===== src/rtl/brd_pkg.sv =====
// Shared types, constants and lookup tables for the band relay driver.
// Used by brd_keys, brd_map and the top level; depends on nothing else.
package brd_pkg;

  localparam int unsigned KeyCount = 3;

  localparam logic [7:0]  PressPattern   = 8'h80;
  localparam logic [7:0]  ReleasePattern = 8'h7F;
  localparam logic [31:0] CtrlWordReset  = 32'h0210_0000;

  // Item opcodes.
  localparam logic OpTick    = 1'b0;
  localparam logic OpCommand = 1'b1;

  typedef struct packed {
    logic        opcode;
    logic [2:0]  key_levels;
    logic [31:0] control_word;
    logic [7:0]  band_byte;
  } brd_item_t;

  typedef struct packed {
    logic [15:0] shift_word_first;
    logic [15:0] shift_word_second;
    logic [15:0] shift_word_third;
    logic [15:0] shift_word_fourth;
    logic [15:0] shift_word_fifth;
    logic [15:0] port_a_bits;
    logic [6:0]  port_b_bits;
  } brd_result_t;

  // Status from the key debouncer to the top level.
  typedef struct packed {
    logic [KeyCount-1:0] pressed;
    logic                hit;
  } brd_key_stat_t;

  // Band code to BCD value; codes 12 to 15 read as zero.
  function automatic logic [3:0] bcd_map(input logic [3:0] code);
    logic [3:0] v;
    case (code)
      4'd0:    v = 4'd15;
      4'd1:    v = 4'd1;
      4'd2:    v = 4'd2;
      4'd3:    v = 4'd0;
      4'd4:    v = 4'd3;
      4'd5:    v = 4'd4;
      4'd6:    v = 4'd5;
      4'd7:    v = 4'd6;
      4'd8:    v = 4'd7;
      4'd9:    v = 4'd8;
      4'd10:   v = 4'd9;
      4'd11:   v = 4'd10;
      default: v = 4'd0;
    endcase
    return v;
  endfunction

  // Antenna selection code to antenna group.
  function automatic logic [1:0] antenna_map(input logic [3:0] sel);
    logic [1:0] v;
    if (sel inside {[4'd0:4'd3]}) begin
      v = 2'd0;
    end else if (sel inside {[4'd4:4'd7], 4'd15}) begin
      v = 2'd1;
    end else begin
      v = 2'd2;
    end
    return v;
  endfunction

  // Single set bit at pos; nothing when pos falls off the 32-bit word.
  function automatic logic [31:0] one_hot(input logic [5:0] pos);
    logic [31:0] v;
    v = '0;
    if (pos < 6'd32) begin
      v[pos[4:0]] = 1'b1;
    end
    return v;
  endfunction

endpackage


===== src/rtl/brd_keys.sv =====
// Key debouncer: three 8-bit level histories and their pressed latches.
// Depends on brd_pkg.
module brd_keys (
  input  logic                  clk,
  input  logic                  rst,
  input  logic                  accept,
  input  brd_pkg::brd_item_t    item,
  output brd_pkg::brd_key_stat_t stat
);
  import brd_pkg::*;

  logic [7:0]          history      [KeyCount];
  logic [7:0]          history_next [KeyCount];
  logic [KeyCount-1:0] pressed;
  logic [KeyCount-1:0] pressed_next;
  logic                tick;
  logic                hit;

  assign tick = accept && (item.opcode == OpTick);

  always_comb begin
    hit          = 1'b0;
    pressed_next = pressed;
    for (int i = 0; i < KeyCount; i++) begin
      history_next[i] = {history[i][6:0], item.key_levels[i]};
      if (history_next[i] == PressPattern) begin
        pressed_next[i] = 1'b1;
        hit             = 1'b1;
      end else if (history_next[i] == ReleasePattern) begin
        pressed_next[i] = 1'b0;
        hit             = 1'b1;
      end
    end
  end

  always_ff @(posedge clk) begin
    if (rst) begin
      for (int i = 0; i < KeyCount; i++) begin
        history[i] <= '0;
      end
      pressed <= '0;
    end else if (tick) begin
      for (int i = 0; i < KeyCount; i++) begin
        history[i] <= history_next[i];
      end
      pressed <= pressed_next;
    end
  end

  assign stat.pressed = pressed;
  assign stat.hit     = tick && hit;

endmodule


===== src/rtl/brd_map.sv =====
// Maps the held command and key latches to the five shift words and port words.
// Purely combinational; depends on brd_pkg.
module brd_map (
  input  logic [31:0]                  ctrl,
  input  logic [7:0]                   band,
  input  logic [brd_pkg::KeyCount-1:0] pressed,
  output brd_pkg::brd_result_t         result
);
  import brd_pkg::*;

  logic        tx;
  logic        ptt;
  logic [3:0]  sel_ant;
  logic [3:0]  code0_raw;
  logic [3:0]  code0;
  logic [3:0]  code1;
  logic [3:0]  code2;
  logic [2:0]  lpf;
  logic [31:0] d0;
  logic [31:0] d1;
  logic [31:0] d2;
  logic [31:0] b0;
  logic [31:0] b1;
  logic [31:0] b2;
  logic [31:0] b3;
  logic [31:0] b4;
  logic [31:0] b5;
  logic [31:0] b6;

  assign tx        = ctrl[0];
  assign ptt       = ctrl[1];
  assign sel_ant   = {ctrl[10:9], ctrl[1:0]};
  assign code0_raw = tx ? band[7:4] : band[3:0];

  always_comb begin
    if (code0_raw == 4'd2) begin
      lpf = 3'd1;
    end else if (code0_raw inside {4'd3, 4'd4}) begin
      lpf = 3'd2;
    end else if (code0_raw inside {4'd5, 4'd6}) begin
      lpf = 3'd3;
    end else if (code0_raw inside {4'd7, 4'd8}) begin
      lpf = 3'd4;
    end else if (code0_raw inside {4'd9, 4'd10}) begin
      lpf = 3'd5;
    end else if (code0_raw inside {4'd11, 4'd0}) begin
      lpf = 3'd6;
    end else begin
      lpf = 3'd0;
    end
  end

  // A pressed key forces its band code to zero after the filter choice.
  assign code0 = pressed[0] ? 4'd0 : code0_raw;
  assign code1 = pressed[1] ? 4'd0 : band[3:0];
  assign code2 = pressed[2] ? 4'd0 : band[7:4];

  always_comb begin
    d0 = {bcd_map(code1), 28'd0} | {2'd0, ctrl[31:2]};

    d1 = {28'd0, bcd_map(code2)}
       | one_hot({2'd0, code0} + 6'd4)
       | one_hot({2'd0, code1} + 6'd16)
       | one_hot({2'd0, code2} + 6'd28);

    d2 = ((code2 > 4'd3) ? one_hot({2'd0, code2} - 6'd4) : 32'd0)
       | one_hot({3'd0, lpf} + 6'd8);
    d2[15]    = d2[15] | tx;
    d2[16]    = d2[16] | (ptt && !tx);
    d2[17]    = d2[17] | (ptt && tx);
    d2[18]    = d2[18] | ptt;
    d2[19]    = d2[19] | (ctrl[24:20] == 5'd0);
    d2[20]    = d2[20] | (ctrl[29:25] == 5'd0);
    d2[22:21] = d2[22:21] | antenna_map(sel_ant);

    b0 = ((d1 >> 6) & 32'h0400) | ((d1 >> 8) & 32'h0200) | ((d1 >> 10) & 32'h0100)
       | ((d1 >> 15) & 32'h00F0) | ((d1 >> 16) & 32'h0800) | ((d1 >> 20) & 32'h0008)
       | ((d1 >> 22) & 32'h0004) | ((d1 >> 24) & 32'h0002) | ((d1 >> 26) & 32'h0001)
       | ((d2 << 4) & 32'hF000);
    b1 = ((d0 << 3) & 32'h03F8) | ((d0 << 1) & 32'h8000) | ((d0 >> 2) & 32'h0C00)
       | ((d2 << 9) & 32'h7000) | ((d2 >> 12) & 32'h0007);
    b2 = ((d0 << 5) & 32'h3000) | (d0 & 32'h0E00) | ((d0 >> 1) & 32'hC000)
       | ((d1 >> 20) & 32'h0100) | ((d1 >> 23) & 32'h00C0) | ((d1 >> 29) & 32'h0004)
       | ((d2 << 3) & 32'h0008) | (d2 & 32'h0002) | ((d2 >> 1) & 32'h0020)
       | ((d2 >> 2) & 32'h0001) | ((d2 >> 3) & 32'h0010);
    b3 = ((d0 >> 15) & 32'h0004) | ((d0 >> 24) & 32'h00F0) | ((d1 << 8) & 32'h0F00)
       | ((d1 << 2) & 32'hF000) | ((d2 >> 12) & 32'h0008) | ((d2 >> 16) & 32'h0003);
    b4 = ((d1 << 2) & 32'h0080) | (d1 & 32'h0010) | ((d1 >> 4) & 32'h000C)
       | ((d1 >> 7) & 32'h0002) | ((d1 >> 8) & 32'h0040) | ((d1 >> 9) & 32'h0001)
       | ((d1 >> 10) & 32'h0020) | ((d2 >> 10) & 32'h1F00);
    b5 = ((d0 >> 8) & 32'h8000) | ((d0 >> 15) & 32'h00F8);
    b6 = (d0 >> 21) & 32'h0078;
  end

  assign result.shift_word_first  = b4[15:0];
  assign result.shift_word_second = b3[15:0];
  assign result.shift_word_third  = b2[15:0];
  assign result.shift_word_fourth = b1[15:0];
  assign result.shift_word_fifth  = b0[15:0];
  assign result.port_a_bits       = b5[15:0];
  assign result.port_b_bits       = b6[6:0];

endmodule


===== src/rtl/band_relay_driver_with_key_debounce.sv =====
// Top level of the band relay driver with key debounce.
// Instantiates brd_keys and brd_map; depends on brd_pkg.
//
// Usage:
// Items arrive on the cmd channel (cmd_valid, cmd_stall, cmd) and results
// leave on the res channel (res_valid, res_stall, res). A transaction
// completes at a rising clock edge where valid is high and stall is low.
// An item is either a sample tick carrying three raw key levels or a
// command carrying a control word and a band byte. A command always
// produces one result. A tick produces one only when some key history hits
// the press or release pattern; otherwise it just updates the histories.
// The accepting edge updates the held command and key state and marks a
// result as pending, and a later edge at which the result register can
// advance loads the mapped relay words into it. One item can be accepted
// every cycle while cmd_stall is low, so the sustained rate is one item per
// clock, set by the single mapping stage between the state and result registers.
// When the receiver stalls, the result register holds its transaction and
// a pending result waits in front of it; cmd_stall rises only while both
// are occupied. Reset clears the histories and latches, loads the control
// word reset value, clears the band byte and empties both stages.
module band_relay_driver_with_key_debounce (
  input  logic                 clk,
  input  logic                 rst,
  input  logic                 cmd_valid,
  output logic                 cmd_stall,
  input  brd_pkg::brd_item_t   cmd,
  output logic                 res_valid,
  input  logic                 res_stall,
  output brd_pkg::brd_result_t res
);
  import brd_pkg::*;

  logic          accept;
  logic          advance;
  logic          pending;
  logic [31:0]   ctrl;
  logic [7:0]    band;
  brd_key_stat_t key_stat;
  brd_result_t   mapped;

  // The result register moves when it is empty or its transaction is taken.
  assign advance   = !res_valid || !res_stall;
  assign cmd_stall = pending && !advance;
  assign accept    = cmd_valid && !cmd_stall;

  brd_keys u_keys (
    .clk    (clk),
    .rst    (rst),
    .accept (accept),
    .item   (cmd),
    .stat   (key_stat)
  );

  // Held command words; a command replaces both.
  always_ff @(posedge clk) begin
    if (rst) begin
      ctrl <= CtrlWordReset;
      band <= '0;
    end else if (accept && cmd.opcode == OpCommand) begin
      ctrl <= cmd.control_word;
      band <= cmd.band_byte;
    end
  end

  // The pending flag says the held state must be mapped into a result.
  // While it is set and the output is blocked, no new item is taken, so the
  // state it refers to stays frozen.
  always_ff @(posedge clk) begin
    if (rst) begin
      pending <= 1'b0;
    end else if (accept) begin
      pending <= (cmd.opcode == OpCommand) || key_stat.hit;
    end else if (advance) begin
      pending <= 1'b0;
    end
  end

  brd_map u_map (
    .ctrl    (ctrl),
    .band    (band),
    .pressed (key_stat.pressed),
    .result  (mapped)
  );

  always_ff @(posedge clk) begin
    if (rst) begin
      res_valid <= 1'b0;
    end else if (advance) begin
      res_valid <= pending;
    end
  end

  always_ff @(posedge clk) begin
    if (advance && pending) begin
      res <= mapped;
    end
  end

  // An accepted command always leaves a result pending.
  assert property (@(posedge clk) disable iff (rst)
    accept && cmd.opcode == OpCommand |=> pending)
    else $error("command did not leave a pending result");

  // The input is only held off while a result waits behind a blocked output.
  assert property (@(posedge clk) disable iff (rst)
    cmd_stall |-> pending && res_valid && res_stall)
    else $error("input stalled without a blocked pending result");

  // A pending result reaches the output register on the next free edge.
  assert property (@(posedge clk) disable iff (rst)
    pending && advance |=> res_valid)
    else $error("pending result was dropped");

  // Key latches change only on an accepted tick.
  assert property (@(posedge clk) disable iff (rst)
    !$past(rst) && !$stable(key_stat.pressed) |-> $past(accept && cmd.opcode == OpTick))
    else $error("key latch changed without a tick");

endmodule


===== config.mk =====
export PLATFORM = sky130hd
export DESIGN_NAME = band_relay_driver_with_key_debounce
export DESIGN_NICKNAME = d
export VERILOG_FILES = /design/src/rtl/brd_pkg.sv /design/src/rtl/brd_keys.sv /design/src/rtl/brd_map.sv /design/src/rtl/band_relay_driver_with_key_debounce.sv
export SDC_FILE = /design/constraint.sdc
export NUM_CORES = 1
export LEC_CHECK = 0
export BUFFER_PORTS_ARGS = -buffer_cell sky130_fd_sc_hd__buf_2
export CAP_MARGIN = 25
export CORE_MARGIN = 5
export CORE_UTILIZATION = 58
export CTS_CLUSTER_SIZE = 25
export DETAILED_ROUTE_END_ITERATION = 8
export GPL_TIMING_DRIVEN = 0
export PLACE_DENSITY = 0.85
export SLEW_MARGIN = 10
export SYNTH_ARGS = -nofsm -noshare
export SYNTH_HDL_FRONTEND = slang
export SYNTH_SLANG_ARGS = --single-unit

===== constraint.sdc =====
create_clock -name clk -period 19.2 [get_ports clk]
set_input_delay 0 -clock clk [delete_from_list [all_inputs] [get_ports clk]]
set_output_delay 0 -clock clk [all_outputs]
set_load 0.02 [all_outputs]

==> results by group <==
Clock network
  • Clk slew on worst S/H paths: 0.06 ns
  • CTS tree: yes
  • CTS sink count: 153
  • Deepest clock path buffer count: 2
  • Post-CTS sizing: 0
  • Root Buffer: clkbuf_16
  • CTS H-tree depth: 4
  • Clk_lat worst skew: 0.42 ns
  • Postcts setup bufs: 0
  • Total CTS buffers: 17
  • CTS Hold Bufs: 45

Setup path
  • Setup crit end kind: flip-flop
  • Critical-path cell list: buf_2 -> nand2b_1 -> buf_2 -> inv_2 -> ha_1 -> nor3b_1 -> and2_1 -> a22o_1
  • Slowest Stage Delay on Critical Path: 0.65 ns
  • Critical Path Slowest Stage Cell: nor3b_1
  • WP data arrival: 2.65 ns
  • CP startpoint kind: flip-flop
  • Worst endpoint required time: 19.48 ns
  • CP max FO: 10
  • Reg2Reg Depth: 8
  • Critical path class: reg -> reg
  • Most used cell, CP: buf_2

Synth
  • Avg Cell Area, Syn: 11.7 um2
  • FF+latch count, synth: 153
  • Synth warn: 0
  • Asr flop ratio synth: 0%
  • Top cells by area, synth: edfxtp_1 49%, dfxtp_1 14%, nand2_1 5.9%, ha_1 3.4%, a21oi_1 3.2%
  • Post-synth EDFFs: 108
  • Prevailing post-synth register cell: edfxtp_1
  • Yosys top cell by area: edfxtp_1
  • Cell Area, Synth: 6660 um2
  • Register area share after synthesis: 62.2%
  • Synth cell types: 56
  • Synth top area share: 48.7%
  • Synthesized instance count: 569

Hold path
  • Worst hold path cell count: 2
  • Worst hold path type: in -> reg

Routing
  • Routed wire per std cell: 17.9 um
  • Initial DRC Count: 372
  • Vias per inst: 5.63
  • 1st-pass router iterations: 6
  • Drt total wl: 16.9 mm
  • Routed Antenna Nets: 0
  • Number of remaining DRC errors: 0
  • Vias: 5304

Timing
  • Final hold viol count: 0
  • Slew headroom: 42.9%
  • Actual slew at the worst max-slew pin: 0.854 ns
  • RSZ-0062 raised after global routing: false
  • Fmax achieved: 422 MHz
  • Final worst-path cycle share: 12.3%
  • Fin Clk Skew: 0.00913 ns
  • Minimum clock period: 2.37 ns
  • Post-Route Setup TNS: 0 ns
  • Slew Limit Fails: 0
  • Setup violations, final: 0

Global route
  • GR Util All Layers: 25.3%
  • Largest net degree at the start of global routing: 30
  • Initial antenna violation count: 0
  • Number of global-route vias before repair: 5280
  • Remaining global-route overflow: 0
  • First-pass GRT wire length: 26.3 mm

Final layout
  • Ant diodes: 0
  • Area Growth Syn to Fin: 30.4%
  • Total Nets Final: 852
  • Layout cells sized above 1: 26.8%
  • Finished layout cell area: 8690 um2

Power and ir drop
  • Leakage power: 3.68 nW
  • Pwr Density: 88.1 nW/um2
  • VDD IR-drop max: 0.0621 mV

Die
  • DIE AREA: 13700 um2
  • Core Rows: 39
  • Core box area: 11300 um2
  • I/O pins: 153
  • Die height: 117 um
  • Die X-Extent: 117 um
  • Initial Utilization: 58.9%

Place
  • Port Buffers: 135
  • Placed inst area: 7670 um2
  • DP HPWL: 11.1 mm
  • Placer Congestion: 0.925

Flow run
  • Max Cap Viol: 0

Run status
  • Status: finished clean
[worst max-delay path, delay by kind of cell (launching register included)]
kind	cells	cell delay (ns)
compound gates	1	0.17
fa+ha+maj	1	0.26
buf+inv	3	0.50
flops	1	0.31
simple gates	3	1.00
[flip-flops by register name, summed over array words and instances (netlist names)]
| register | flops |
|---|---|
| res_valid | 1 |
| res | 87 |
| u_keys.history | 21 |
| pending | 1 |
| ctrl | 32 |
| band | 8 |
| u_keys.pressed | 3 |
[cells in the mapped netlist, drive strengths merged (3+ instances only)]
library cell and number:
nand4 4, a22oi 9, clkbuf 17, nor4 3
a21o 3, nand3 10, a21oi 44, o31ai 7
or4b 3, a22o 9, dfxtp 45, inv 13
nor2 19, mux2i 3, ha 18, and3 7
nand2b 6, nand2 104, o21ai 11, a32o 9
nor3 3, nand3b 3, a21boi 3, and2 32
o211ai 6, edfxtp 108, buf 31, nor2b 7
a221o 4, a31oi 4, nor4b 3, mux2 4
[kinds of logic (layout without fill, tap and decap cells)]
family | Yosys count | after routing | synth area share [%]
flip-flops | 153 | 153 | 62.2
AO/OA/AOI/OAI | 120 | 120 | 12.6
adder cells (fa/ha/maj) | 18 | 18 | 3.38
multiplexers | 7 | 7 | 1.56
AND/OR/NAND/NOR | 209 | 209 | 15.5
buffers and inverters | 61 | 276 | 4.77
other | 1 | 16 | 0.0563
[metal layers]
metal	GRT usage (%)	routed length, um	vias to the layer above
met5	0	0	-
met4	10.2	483	0
met3	6.79	1470	45
met2	44.6	8820	288
met1	29.1	6130	2499
li1	-	-	2472
[final timing paths]
kind | from | endpoint | slack (ns)
max reg2reg | band[6] | res[40] | 16.83
min | rst | u_keys.pressed[2] | 0.06
max | band[6] | res[40] | 16.83
min reg2reg | ctrl[6] | res[46] | 0.43
[metrics by stage]
step                      setup WS, ns  hold slack, ns  cells  power, W  util, %
after global placement            9.98           0.239    862  0.000443     66.9
after floorplan                  11.87           0.124    584  0.000424        -
after detailed placement         16.91           0.244    865  0.000446     67.7
final                            16.83          0.0600    942  0.000766     76.8
after CTS                        16.90          0.0238    942  0.000765     76.8
after global routing             16.72          0.0556    942  0.000790     76.8
[final cells by class]
class / instances / area [um2]
timing repair buffer: 183 / 1210
tap: 143 / 179
sequential: 153 / 4140
buffer: 48 / 269
clock inverter: 12 / 82.6
fill: 713 / 2630
multi-input combinational: 370 / 2270
inverter: 13 / 48.8
clock buffer: 20 / 489
[cell usage in the layout (no fill, tap or decap), types with 10 or more instances in the layout]
master / instances
inv_1: 12
buf_4: 18
clkbuf_1: 15
clkbuf_16: 19
dfxtp_1: 45
nor2_1: 17
edfxtp_1: 108
buf_2: 144
nand3_1: 10
nand2_1: 104
and2_1: 32
dlygate4sd3_1: 45
a21oi_1: 43
ha_1: 18
conb_1: 16
[power by group]
part           internal, W  switching [W]   total, W
clock             0.000185       0.000132   0.000317
sequential        0.000366     0.00000641   0.000373
combinational    0.0000311      0.0000454  0.0000765
total             0.000582       0.000184   0.000766
(Power assumes the default switching activity.)
